$ cat config.mk
export PLATFORM = sky130hd
export DESIGN_NAME = tmis_front
export DESIGN_NICKNAME = d
export VERILOG_FILES = /design/src/design/tmis_pkg.sv /design/src/design/tmis_queue.sv /design/src/design/tmis_front.sv
export SDC_FILE = /design/constraint.sdc
export NUM_CORES = 1
export LEC_CHECK = 0
export BUFFER_PORTS_ARGS = -buffer_cell sky130_fd_sc_hd__buf_2
export CAP_MARGIN = 20
export CORE_ASPECT_RATIO = 1.5
export CORE_MARGIN = 3
export CORE_UTILIZATION = 46
export DETAILED_ROUTE_END_ITERATION = 10
export GPL_ROUTABILITY_DRIVEN = 1
export PLACE_DENSITY_LB_ADDON = 0.1
export SYNTH_ARGS = -nofsm -noshare
export SYNTH_HDL_FRONTEND = slang
export SYNTH_SLANG_ARGS = --single-unit
$ cat constraint.sdc
create_clock -name clock -period 2.3 [get_ports clock]
set_input_delay 0.345 -clock clock [delete_from_list [all_inputs] [get_ports clock]]
set_output_delay 0.345 -clock clock [all_outputs]
set_load 0.05 [all_outputs]
$ cat src/design/tmis_pkg.sv
`timescale 1ns / 1ps

package tmis_pkg;

   // Program address space: the instruction pointer wraps at this many words.
   localparam int PROGRAM_WORDS = 4096;
   localparam int PC_W          = $clog2(PROGRAM_WORDS);

   // Width of the traced cell position in each result item.
   localparam int CELL_POS_W = 15;

   // Numeric input range: these codes are shifted down by the digit base.
   localparam logic [7:0] NUM_FIRST = 8'd48;
   localparam logic [7:0] NUM_LAST  = 8'd58;
   localparam logic [7:0] NUM_BASE  = 8'd48;

   // Raw opcode values as they arrive from the loader.
   localparam logic [3:0] OP_RIGHT = 4'd0;
   localparam logic [3:0] OP_LEFT  = 4'd1;
   localparam logic [3:0] OP_INC   = 4'd2;
   localparam logic [3:0] OP_DEC   = 4'd3;
   localparam logic [3:0] OP_OPEN  = 4'd4;
   localparam logic [3:0] OP_CLOSE = 4'd5;
   localparam logic [3:0] OP_OUT   = 4'd6;
   localparam logic [3:0] OP_IN    = 4'd7;
   localparam logic [3:0] OP_DEBUG = 4'd8;

   // Decoded command kinds handed from the front end to the back end.
   typedef enum logic [3:0] {
      CMD_RIGHT,
      CMD_LEFT,
      CMD_INC,
      CMD_DEC,
      CMD_OPEN,
      CMD_CLOSE,
      CMD_OUT,
      CMD_IN,
      CMD_DEBUG,
      CMD_UNKNOWN
   } cmd_kind_type;

   // Back end sequencer states.
   typedef enum logic [1:0] {
      BACK_CLEAR,
      BACK_IDLE,
      BACK_EXEC
   } back_state_type;

   typedef struct packed {
      logic [3:0]      opcode;
      logic [PC_W-1:0] jump_target;
      logic [7:0]      in_byte;
   } req_type;

   typedef struct packed {
      logic [PC_W-1:0]       next_address;
      logic                  out_valid;
      logic [7:0]            out_byte;
      logic                  debug_on;
      logic [CELL_POS_W-1:0] cell_position;
      logic                  unknown_opcode;
   } rsp_type;

   typedef struct packed {
      cmd_kind_type    kind;
      logic [PC_W-1:0] jump_target;
      logic [7:0]      store_byte;
   } cmd_type;

   // Head of the command queue as seen by the back end.
   typedef struct packed {
      logic    avail;
      cmd_type cmd;
   } cmd_offer_type;

   // Control returned from the back end to the front end.
   typedef struct packed {
      logic take;
      logic clearing;
   } back_ctl_type;

endpackage

$ cat src/design/tmis_queue.sv
`timescale 1ns / 1ps

module tmis_queue #(
   parameter int WIDTH = 8,
   parameter int DEPTH = 2
) (
   input  logic             clock,
   input  logic             reset,
   input  logic             push,
   output logic             full,
   input  logic [WIDTH-1:0] wdata,
   input  logic             pop,
   output logic             empty,
   output logic [WIDTH-1:0] rdata
);

   localparam int PTR_W = (DEPTH > 1) ? $clog2(DEPTH) : 1;
   localparam int CNT_W = $clog2(DEPTH + 1);
   localparam logic [PTR_W-1:0] PTR_LAST = PTR_W'(DEPTH - 1);
   localparam logic [CNT_W-1:0] CNT_FULL = CNT_W'(DEPTH);

   logic [WIDTH-1:0] slot_ff [DEPTH];
   logic [PTR_W-1:0] wr_ptr_ff, wr_ptr_in;
   logic [PTR_W-1:0] rd_ptr_ff, rd_ptr_in;
   logic [CNT_W-1:0] count_ff, count_in;
   logic             do_wr, do_rd;

   assign full  = (count_ff == CNT_FULL);
   assign empty = (count_ff == '0);
   assign rdata = slot_ff[rd_ptr_ff];
   assign do_wr = push & ~full;
   assign do_rd = pop & ~empty;

   // Pointer and occupancy update.
   always_comb begin
      wr_ptr_in = wr_ptr_ff;
      rd_ptr_in = rd_ptr_ff;
      count_in  = count_ff;
      if (do_wr) begin
         wr_ptr_in = (wr_ptr_ff == PTR_LAST) ? '0 : wr_ptr_ff + PTR_W'(1);
      end
      if (do_rd) begin
         rd_ptr_in = (rd_ptr_ff == PTR_LAST) ? '0 : rd_ptr_ff + PTR_W'(1);
      end
      unique case ({do_wr, do_rd})
         2'b10:   count_in = count_ff + CNT_W'(1);
         2'b01:   count_in = count_ff - CNT_W'(1);
         default: count_in = count_ff;
      endcase
   end

   always_ff @(posedge clock) begin
      if (reset) begin
         wr_ptr_ff <= '0;
         rd_ptr_ff <= '0;
         count_ff  <= '0;
      end else begin
         wr_ptr_ff <= wr_ptr_in;
         rd_ptr_ff <= rd_ptr_in;
         count_ff  <= count_in;
      end
   end

   // Item storage.
   always_ff @(posedge clock) begin
      if (do_wr) begin
         slot_ff[wr_ptr_ff] <= wdata;
      end
   end

endmodule

$ cat src/design/tmis_front.sv
`timescale 1ns / 1ps

module tmis_front import tmis_pkg::*; (
   input  logic          clock,
   input  logic          reset,
   input  logic          push,
   output logic          full,
   input  req_type       req_item,
   input  logic          numeric_mode,
   input  back_ctl_type  ctl,
   output cmd_offer_type offer
);

   localparam int CMD_W = $bits(cmd_type);

   cmd_type          cmd_dec;
   logic             q_full;
   logic             q_empty;
   logic [CMD_W-1:0] q_rdata;

   // Opcode classification.
   always_comb begin
      unique case (req_item.opcode)
         OP_RIGHT: cmd_dec.kind = CMD_RIGHT;
         OP_LEFT:  cmd_dec.kind = CMD_LEFT;
         OP_INC:   cmd_dec.kind = CMD_INC;
         OP_DEC:   cmd_dec.kind = CMD_DEC;
         OP_OPEN:  cmd_dec.kind = CMD_OPEN;
         OP_CLOSE: cmd_dec.kind = CMD_CLOSE;
         OP_OUT:   cmd_dec.kind = CMD_OUT;
         OP_IN:    cmd_dec.kind = CMD_IN;
         OP_DEBUG: cmd_dec.kind = CMD_DEBUG;
         default:  cmd_dec.kind = CMD_UNKNOWN;
      endcase
      cmd_dec.jump_target = req_item.jump_target;
      // In numeric mode the codes NUM_FIRST to NUM_LAST (the digits and ':') are turned into values 0 to 10.
      if (numeric_mode && (req_item.in_byte >= NUM_FIRST) &&
          (req_item.in_byte <= NUM_LAST)) begin
         cmd_dec.store_byte = req_item.in_byte - NUM_BASE;
      end else begin
         cmd_dec.store_byte = req_item.in_byte;
      end
   end

   // No item is taken while the tape is still being cleared.
   assign full = q_full | ctl.clearing;

   tmis_queue #(
      .WIDTH (CMD_W),
      .DEPTH (2)
   ) u_cmd_queue (
      .clock (clock),
      .reset (reset),
      .push  (push & ~ctl.clearing),
      .full  (q_full),
      .wdata (cmd_dec),
      .pop   (ctl.take),
      .empty (q_empty),
      .rdata (q_rdata)
   );

   assign offer.avail = ~q_empty;
   assign offer.cmd   = cmd_type'(q_rdata);

endmodule

==> results.yml <==
outcome:
  status: "finished clean"
clocking:
  postCtsSetupBuffers: 0
  clkSinkCount: 53
  postCtsHoldBufs: 0
  cts_max_level: 2
  cts_made_buffers: 5
  clockRootBuffer: "clkbuf_8"
  clock_path_buffers: 2
  cts.reportedPaths.clkPinSlew_ns: 0.09
  ctsResizeCount: 0
  clk_latency_ns: 0.30
  cts_tree: "yes"
critical_path:
  worst_path_max_delay_cell: "or4_1"
  path_buf_inv: 1
  critical_path_class: "input port to register"
  cp.arrival_ns: 2.00
  cp.required_ns: 2.36
  worst_path_largest_cell_delay_ns: 0.51
  crit_chain: "buf_2 > or4_1 > or4_1 > a21bo_2 > mux2_4"
  cpMostUsedCell: "or4_1"
  crit_path_max_fanout: 4
  critPathTopFamily: "simple AND/OR/NAND/NOR gates"
  cp-end-kind: "register"
  crit_path_start_kind: "input port"
worst_hold_path:
  hp-class: "input port to register"
finish:
  seqCellArea_um2: 1540
  multiInputGateArea_um2: 519
  fillers: 350
  final_nets: 213
  syn2layout_area_growth_pct: 23.3
  diodes: 0
  post-route-util: 0.600
  instances_no_fill: 227
  final_layout_size_suffix_gt1_frac: 0.530
grt:
  antenna_found_initial: 0
  grt_pass1_vias: 1240
  gr-total-overflow: 0
  grt_pass1_wl_um: 5440
  grt_max_degree: 20
  grt_usage: 0.140
pwr:
  leakage_nw: 0.982
  ir_worst_vdd_mv: 0.542
  design_power_total_mw: 2.77
  powerDensity_nw_per_um2: 1080
timing:
  min_period_ns: 1.94
  fin_setup_tns_ns: 0
  setup_violations: 0
  post-route-period-util: 0.846
  hold_ws_ns: 0.228
  rsz0062_at_grt: "no"
  drv_slew: 0
  tightestPinTransition_ns: 0.390
  hold_viol: 0
  relSlewSlack: 0.740
  final.setup_skew_ns: 0.00313
  max_freq_mhz: 514
synthesis:
  syn_area_um2: 2080
  ys_seq_area_frac: 0.740
  synthCells: 118
  ys_ff_latch: 53
  synth_fp_nets: 150
  yosysUniqueCellTypes: 27
  avgSynthCellArea_um2: 17.6
  yosysWarnings: 0
routing:
  wl_per_cell_um: 15.0
  routed_wl_um: 3410
  route.vias.total: 1189
  drt_iter0_drc: 38
  firstDrtPassIters: 3
  drc: 0
  vias_per_cell: 5.24
  postRouteAntennaNets: 0
placed_design:
  gp_congestion: 0.685
  hpwlAfterDp_um: 2490
  port_buffers: 55
  dp.cells: 220
floorplanning:
  start_util: 0.486
  die_area_um2: 5390
  num_io_pins: 56
  rows: 29
  die_h_um: 88.4
  core_um2: 4280
  die_width_um: 60.9
run:
  maxCapViolCount: 0
-- cell type report --
cell class / instances / area share
Clock buffer: 5 / 0.0268
Tap cell: 46 / 0.0224
Multi-Input combinational cell: 58 / 0.202
Sequential cell: 53 / 0.600
Inverter: 4 / 0.00585
Clock inverter: 2 / 0.0136
Timing Repair Buffer: 59 / 0.129
-- power by group --
part           switching (mW)  internal [mW]
sequential             0.0324           1.14
clock                   0.274          0.316
combinational           0.691          0.317
-- layer usage --
layer,part of all wire,global-route usage
met1,0.37,0.139
met2,0.54,0.252
met3,0.074,0.0482
met5,0,0
met4,0.023,0.0651
-- through the flow --
| step | setup slack, ns | instance area (um2) |
|---|---|---|
| detailed placement | 0.0233 | 2460 |
| global placement | 0.0320 | 2460 |
| global route | 0.323 | 2570 |
| CTS | 0.350 | 2570 |
| floorplan | 0.0865 | 2080 |
| finish | 0.355 | 2570 |
-- worst paths after layout --
| path | from | to | slack [ns] | depth (start not counted) |
|---|---|---|---|---|
| worst min register to register | u_cmd_queue.rd_ptr_ff | u_cmd_queue.rd_ptr_ff | 0.54 | 2 |
| worst min-delay path | req_item[8] | u_cmd_queue.slot_ff[0][8] | 0.23 | 1 |
| worst max register to register | u_cmd_queue.count_ff[1] | u_cmd_queue.count_ff[1] | 0.52 | 5 |
| worst max-delay path | req_item[1] | u_cmd_queue.slot_ff[1][5] | 0.36 | 5 |
-- synthesized netlist by cell type, drive strengths merged --
cell,instances,area share
dfxtp,5,0.048
a41o,1,0.0048
clkbuf,3,0.0054
or3,1,0.0030
nand2,1,0.0018
nor2,6,0.011
xor2,1,0.0042
or2,1,0.0030
nor2b,2,0.0060
xnor2,4,0.017
a211o,1,0.0042
ha,2,0.012
a21oi,1,0.0024
edfxtp,48,0.69
mux2,25,0.14
and2,1,0.0030
or4,2,0.0072
o21bai,1,0.0036
a31oi,1,0.0030
nand2b,1,0.0030
o21ai,2,0.0048
inv,4,0.0072
a21bo,1,0.0048
nand3b,1,0.0036
a21o,2,0.0078
-- placed cells by master, fill, tap and decap left out, drive strengths merged, types with 2 or more instances in the layout --
cell type / count
mux2: 25
clkbuf: 5
ha: 2
nor2b: 2
edfxtp: 48
inv: 4
o21ai: 2
a21o: 2
dfxtp: 5
xnor2: 4
nor2: 6
buf: 59
or4: 2
-- cell families after synthesis --
| family | synth area share |
|---|---|
| xor gates and xnor gates | 0.0210 |
| buffers and inverters | 0.0126 |
| adders and majority gates | 0.0120 |
| AOI/OAI and AO/OA | 0.0355 |
| DFF | 0.740 |
| muxes | 0.137 |
| and+or+nand+nor | 0.0415 |
-- sequential cells by signal, summed over array words and instances, names as in the netlist, named ones only --
name and cells:
u_cmd_queue.count_ff 2, u_cmd_queue.rd_ptr_ff 1, u_cmd_queue.wr_ptr_ff 1, u_cmd_queue.slot_ff 48
Power figures use the tool's default switching activity.
