==> src/design/tmis_queue.sv <==
`timescale 1ns / 1ps

module tmis_queue #(
   parameter int WIDTH = 8,
   parameter int DEPTH = 2
) (
   input  logic             clock,
   input  logic             reset,
   input  logic             push,
   output logic             full,
   input  logic [WIDTH-1:0] wdata,
   input  logic             pop,
   output logic             empty,
   output logic [WIDTH-1:0] rdata
);

   localparam int PTR_W = (DEPTH > 1) ? $clog2(DEPTH) : 1;
   localparam int CNT_W = $clog2(DEPTH + 1);
   localparam logic [PTR_W-1:0] PTR_LAST = PTR_W'(DEPTH - 1);
   localparam logic [CNT_W-1:0] CNT_FULL = CNT_W'(DEPTH);

   logic [WIDTH-1:0] slot_ff [DEPTH];
   logic [PTR_W-1:0] wr_ptr_ff, wr_ptr_in;
   logic [PTR_W-1:0] rd_ptr_ff, rd_ptr_in;
   logic [CNT_W-1:0] count_ff, count_in;
   logic             do_wr, do_rd;

   assign full  = (count_ff == CNT_FULL);
   assign empty = (count_ff == '0);
   assign rdata = slot_ff[rd_ptr_ff];
   assign do_wr = push & ~full;
   assign do_rd = pop & ~empty;

   // Pointer and occupancy update.
   always_comb begin
      wr_ptr_in = wr_ptr_ff;
      rd_ptr_in = rd_ptr_ff;
      count_in  = count_ff;
      if (do_wr) begin
         wr_ptr_in = (wr_ptr_ff == PTR_LAST) ? '0 : wr_ptr_ff + PTR_W'(1);
      end
      if (do_rd) begin
         rd_ptr_in = (rd_ptr_ff == PTR_LAST) ? '0 : rd_ptr_ff + PTR_W'(1);
      end
      unique case ({do_wr, do_rd})
         2'b10:   count_in = count_ff + CNT_W'(1);
         2'b01:   count_in = count_ff - CNT_W'(1);
         default: count_in = count_ff;
      endcase
   end

   always_ff @(posedge clock) begin
      if (reset) begin
         wr_ptr_ff <= '0;
         rd_ptr_ff <= '0;
         count_ff  <= '0;
      end else begin
         wr_ptr_ff <= wr_ptr_in;
         rd_ptr_ff <= rd_ptr_in;
         count_ff  <= count_in;
      end
   end

   // Item storage.
   always_ff @(posedge clock) begin
      if (do_wr) begin
         slot_ff[wr_ptr_ff] <= wdata;
      end
   end

endmodule

==> config.mk <==
export PLATFORM = sky130hd
export DESIGN_NAME = tmis_queue
export DESIGN_NICKNAME = d
export VERILOG_FILES = /design/src/design/tmis_queue.sv
export SDC_FILE = /design/constraint.sdc
export NUM_CORES = 1
export LEC_CHECK = 0
export ABC_AREA = 1
export BUFFER_PORTS_ARGS = -buffer_cell sky130_fd_sc_hd__buf_2
export CORE_UTILIZATION = 40
export DETAILED_ROUTE_END_ITERATION = 10
export PLACE_DENSITY_LB_ADDON = 0.08
export SYNTH_ARGS = -nofsm -noshare
export SYNTH_HDL_FRONTEND = slang
export SYNTH_SLANG_ARGS = --single-unit
==> constraint.sdc <==
create_clock -name clock -period 1.6 [get_ports clock]
set_input_delay 0.08 -clock clock [delete_from_list [all_inputs] [get_ports clock]]
set_output_delay 0.08 -clock clock [all_outputs]
set_load 0.1 [all_outputs]
==> metrics.md, run 1 <==
| Metric | Value |
|---|---|
| Primary FF master, synth | edfxtp_1 |
| Filler cells | 175 |
| Status | completed |
| Placed cell count | 114 |
| Die area | 2310 um2 |
| Vias in the first global route | 437 |
| CP Max Fanout | 8 |
| Max cap viols | 0 |
| # H-tree levels | 1 |
| Final count of hold timing violations | 0 |
| Startpoint types | register |
| Core Region | 1980 um2 |
| Final wirelength | 1.25 mm |
| Design Area, Final | 1130 um2 |
| Yosys reg bits | 21 |
| Net Sw Frac | 0.460 |
| First-pass GRT wire length | 1.77 mm |
| Top cells by area, synth | edfxtp_1, dfxtp_1, mux2_2, nor2_1, nor2_4 |
| Post-synth ARST share | 0 |
| Register share of total power | 0.410 |
| Clock power share | 0.131 |
| Overall routing resource usage | 0.119 |
| CTS tree | yes |
| Via Count | 538 |
| Share of cells above drive strength 1 | 0.455 |
| Clk_lat worst skew | 290 ps |
| Worst hold path type | in2reg |
| Ant diodes | 0 |
| Worst-case reg-to-reg path depth | 9 |
| Pwr Density | 1590 nW/um2 |
| Hpwl dp | 886 um |
| Syn Nets | 78 |
| Kind of critical path | reg2out |
| Total clock sinks | 21 |
| Power Internal | 0.968 mW |
| LEAKAGE | 0.466 nW |
| Netlist cell types | 15 |
| Hold_sp | reset |
| RD Place Congestion | 0.743 |
| Antenna Nets Post-Route | 0 |
| Tcrit/Tclk final | 0.929 |
| RSZ-0062 raised after global routing | no |
| Multi-input gate area | 246 um2 |
| Drt initial violations | 8 |
| Yosys Warn Count | 0 |
| Combinational Power Share | 0.459 |
| Count leader, synth | edfxtp_1 |
| Detailed-route wire length per cell | 9.94 um |
| First-pass DRT Iterations | 2 |
| Mean Syn Cell Area | 13.1 um2 |
| Gate count of the mapped netlist | 65 |
| Peak Freq | 0.673 GHz |
| Input/output buffers | 21 |
| Min Tclk post-route | 1490 ps |
| Worst r2r src | count_ff[0] |
| Clk buf depth | 2 |
| Top-area cell type share of the netlist area | 0.566 |
| P&R area growth vs syn | 32.7% |
| I/O pin total | 22 |
| Die Y-Extent | 48.1 um |
| Setup bufs post-CTS | 0 |
| CTS buffer count | 3 |
| Post-synth top cells | edfxtp_1, nor2_1, mux2_2, inv_1, nand2_1 |
| Maximum VDD drop | 0.982 mV |
| Slew @ Worst Pin | 486 ps |
| Final non-filler cell total | 126 |
| Initial core utilization | 0.428 |
| Final setup vio count | 0 |
| CP required | 1520 ps |
| Sequential area share after synthesis | 0.684 |
| GRT Residual Overflow | 0 |
| WHS Path Cells | 4 |
| Largest net degree at the start of global routing | 12 |
| Switching power total | 0.826 mW |
| Max Transition Viols Final | 0 |
| Number of remaining DRC errors | 0 |
| Register area | 586 um2 |
| Vias/cell | 4.27 |
| Final #Nets | 113 |
| Clk root buf | clkbuf_4 |
| Area after DPL | 1020 um2 |
| Setup crit end kind | primary output |
| Clock-pin transition on the worst setup and hold timing paths | 100 ps |
| Number of flops mapped to enable cells by yosys | 16 |
| Chip width | 48.1 um |
| Crit path DAT | 1410 ps |
| Final hold slack | 58.7 ps |
| Worst slew margin | 0.678 |
| Std cell rows | 16 |
| Clk_skew | 4.55 ps |
| Cell Area, Synth | 848 um2 |
| Area leader, netlist | edfxtp_1 |
| Initial antenna violation count | 0 |
## power groups by stage
stage          logic, mW  clock network (mW)  registers, mW
6_report           0.823               0.235          0.736
4_1_cts            0.832               0.250          0.738
3_5_place_dp       0.816                   0          0.749
5_1_grt            0.880               0.263          0.747
2_1_floorplan      0.724                   0          0.722
3_3_place_gp       0.810                   0          0.744
## metal layers
layer / wire [um] / part of all wire / GRT usage / vias to the layer above
li1: - / - / - / 290
met1: 597 / 0.48 / 0.145 / 234
met2: 606 / 0.48 / 0.195 / 12
met3: 42 / 0.034 / 0.0264 / 2
met4: 6 / 0.0048 / 0.0667 / 0
met5: 0 / 0 / 0 / -
## through the flow
step            util  setup TNS (ps)  setup slack, ps  power (mW)
6_report       0.568               0              114        1.79
5_1_grt        0.568               0             54.7        1.89
4_1_cts        0.568               0             79.9        1.82
3_5_place_dp   0.514               0              224        1.56
3_3_place_gp   0.514               0              277        1.55
2_1_floorplan      -           -56.5            -44.9        1.45
## timing repair
action / 4_1_cts / 5_1_grt
setup endpoints to repair: 8 / 0
gates resized for setup: 1 / 0
hold buffers: 8 / 0
hold endpoints to repair: 16 / 0
## sequential cells by signal, summed over array words and instances (netlist names), named ones only
name       count
count_ff       2
rd_ptr_ff      1
slot_ff       16
wr_ptr_ff      1
## cell usage in the layout (no fill, tap or decap)
cell / instances
nand2_1: 7
clkbuf_4: 3
edfxtp_1: 16
dlygate4sd3_1: 8
o21ai_0: 1
dfxtp_4: 1
nor2_1: 10
nor2_4: 4
mux2_2: 8
inv_2: 3
clkbuf_1: 1
ha_4: 1
nand4_1: 1
buf_2: 21
nand2_2: 1
dfxtp_1: 3
dfxtp_2: 1
a21oi_1: 1
inv_1: 6
buf_4: 2
## worst paths after layout
| kind | end | slack (ps) |
|---|---|---|
| max reg2reg | count_ff[1] | 230 |
| max | rdata[1] | 110 |
| min reg2reg | rd_ptr_ff | 500 |
| min | count_ff[1] | 60 |
## layout make-up
| type | count | share of cell area |
|---|---|---|
| Clock buffer | 4 | 0.0233 |
| Inverter | 9 | 0.0300 |
| Multi-Input combinational cell | 34 | 0.219 |
| Sequential cell | 21 | 0.520 |
| Tap cell | 27 | 0.0300 |
| Timing Repair Buffer | 31 | 0.178 |
## cell families after synthesis
family	after synthesis	share of synthesized area
and+or+nand+nor	23	0.137
muxes	8	0.106
DFF	21	0.684
AOI/OAI and AO/OA	2	0.0118
buffers and inverters	10	0.0457
adders and majority gates	1	0.0147
## worst max-delay path: stages, from the launching register on
cell and delay, ps:
dfxtp_2 460, mux2_2 360, buf_2 290
Note: power is estimated with default switching activity, not from simulation.
==> run 2: changes to the inputs <==
--- a/config.mk
+++ b/config.mk
@@ -7,7 +7,7 @@
 export LEC_CHECK = 0
 export ABC_AREA = 1
 export BUFFER_PORTS_ARGS = -buffer_cell sky130_fd_sc_hd__buf_2
-export CORE_UTILIZATION = 40
+export CORE_UTILIZATION = 49
 export DETAILED_ROUTE_END_ITERATION = 10
 export PLACE_DENSITY_LB_ADDON = 0.08
 export SYNTH_ARGS = -nofsm -noshare
==> metrics.md, run 2 (synthesized netlist as in run 1, its figures left out) <==
| Metric | Value |
|---|---|
| Crit path DAT | 1390 ps (-20 ps) |
| Worst slew margin | 0.678 (about the same) |
| CTS tree | yes |
| Status | complete, but fails checks |
| Failing checks | design-rule violations |
| First-pass DRT Iterations | 6 (+4) |
| Peak Freq | 0.682 GHz (+1.3%) |
| Total clock sinks | 21 (unchanged) |
| RSZ-0062 raised after global routing | no |
| Kind of critical path | reg2out |
| Final wirelength | 1.24 mm (-1.1%) |
| GRT Residual Overflow | 0 (unchanged) |
| Clk buf depth | 2 (unchanged) |
| Setup bufs post-CTS | 0 (unchanged) |
| First-pass GRT wire length | 1.92 mm (+8.6%) |
| Share of cells above drive strength 1 | 0.449 (-0.00557) |
| Vias in the first global route | 509 (+16%) |
| P&R area growth vs syn | 30.2% |
| Final setup vio count | 0 (unchanged) |
| Antenna Nets Post-Route | 0 (unchanged) |
| RD Place Congestion | 0.690 (-7.1%) |
| Biggest regs | slot_ff: 16 flops, count_ff: 2 flops |
| Core Region | 1560 um2 (-21%) |
| Worst slack at placement | 241 ps (+16.9 ps) |
| Pwr Density | 1620 nW/um2 (+1.6%) |
| Register with the most flip-flops | slot_ff |
| Chip width | 43.6 um (-9.2%) |
| LEAKAGE | 0.461 nW (-1.1%) |
| Die Y-Extent | 43.6 um (-9.2%) |
| Commonest non-fill, non-tap cell in the layout | buf_2 |
| Clk root buf | clkbuf_4 |
| Overall routing resource usage | 0.145 (+0.0260) |
| CP required | 1520 ps (about the same) |
| Area after DPL | 997 um2 (-2.1%) |
| Final #Nets | 112 (-0.88%) |
| Hpwl dp | 885 um (about the same) |
| CTS buffer count | 3 (unchanged) |
| Min Tclk post-route | 1470 ps (-19.4 ps) |
| Setup crit end kind | primary output |
| Power Total | 1.79 mW (-0.29%) |
| Initial antenna violation count | 0 (unchanged) |
| Drt initial violations | 10 (+2) |
| Most frequent cells in the layout | buf_2, edfxtp_1, nor2_1 |
| Final worst slack | 133 ps (+19.4 ps) |
| Filler cells | 129 (-26%) |
| Max Transition Viols Final | 0 (unchanged) |
| Clock-pin transition on the worst setup and hold timing paths | 110 ps (about the same) |
| Initial core utilization | 0.544 (+0.116) |
| Number of remaining DRC errors | 2 (+2) |
| Design Area, Final | 1100 um2 (-1.9%) |
| Tcrit/Tclk final | 0.917 (-0.0121) |
| Hold_sp | reset |
| Startpoint types | register |
| Clk_skew | 2.13 ps (-2.41 ps) |
| Largest net degree at the start of global routing | 12 (unchanged) |
| Worst hold path type | in2reg |
| Max reg flops | 16 (unchanged) |
| Slew @ Worst Pin | 487 ps (+0.975 ps) |
| Detailed-route wire length per cell | 10.9 um (+9.3%) |
| Maximum VDD drop | 1.01 mV (+2.6%) |
| # H-tree levels | 1 (unchanged) |
| Worst r2r src | count_ff[0] |
| Input/output buffers | 21 (unchanged) |
| Die area | 1900 um2 (-18%) |
| I/O pin total | 22 (unchanged) |
| Via Count | 539 (+0.19%) |
| Std cell rows | 14 (-2) |
| CP Max Fanout | 8 (unchanged) |
| Vias/cell | 4.73 (+11%) |
| Final count of hold timing violations | 0 (unchanged) |
| Max cap viols | 0 (unchanged) |
| Ant diodes | 0 (unchanged) |
| Clk_lat worst skew | 290 ps (about the same) |
-- run 2: cell type report --
class,instances,area [um2],area share
Clock buffer,4,26.3,0.0238
Inverter,9,33.8,0.0306
Multi-Input combinational cell,34,246,0.223
Sequential cell,21,586,0.530
Tap cell,16,20.0,0.0181
Timing Repair Buffer,30,193,0.174
-- run 2: repair_timing --
item	in CTS	in global routing
endpoints found under the setup margin	8	0
gates resized for setup	1	0
endpoints found under the hold margin	16	0
hold buffers	8	0
-- run 2: path summary, 6_finish.rpt --
path | endpoint | slack (ps) | depth (start not counted)
worst max-delay path | rdata[5] | 130 | 2
worst min-delay path | count_ff[1] | 60 | 4
worst min register to register | wr_ptr_ff | 520 | 2
worst max register to register | count_ff[1] | 240 | 9
-- run 2: worst max-delay path, stage by stage (launching register included) --
cell,delay (ps)
dfxtp_2,450
mux2_2,360
buf_2,290
-- run 2: per-layer routing --
metal	global-route usage	part of all wire	wire length, um	up-vias
met5	0	0	0	-
met4	0.0750	0.010	13	0
met2	0.299	0.57	701	13
li1	-	-	-	281
met3	0.0417	0.054	67	2
met1	0.117	0.37	457	243
-- run 2: through the flow --
stage	cells	TNS (ps)	hold WS [ps]	util
2_1_floorplan	65	-56.5	179	-
3_5_place_dp	102	0	271	0.640
5_1_grt	114	0	67.7	0.709
3_3_place_gp	102	0	268	0.640
4_1_cts	114	0	53.0	0.709
6_report	114	0	58.1	0.709
-- run 2: power by group --
group          total (mW)  internal [mW]  switching, mW
combinational       0.816          0.191          0.625
sequential          0.735          0.673         0.0619
clock               0.238         0.0967          0.141
total                1.79          0.961          0.828
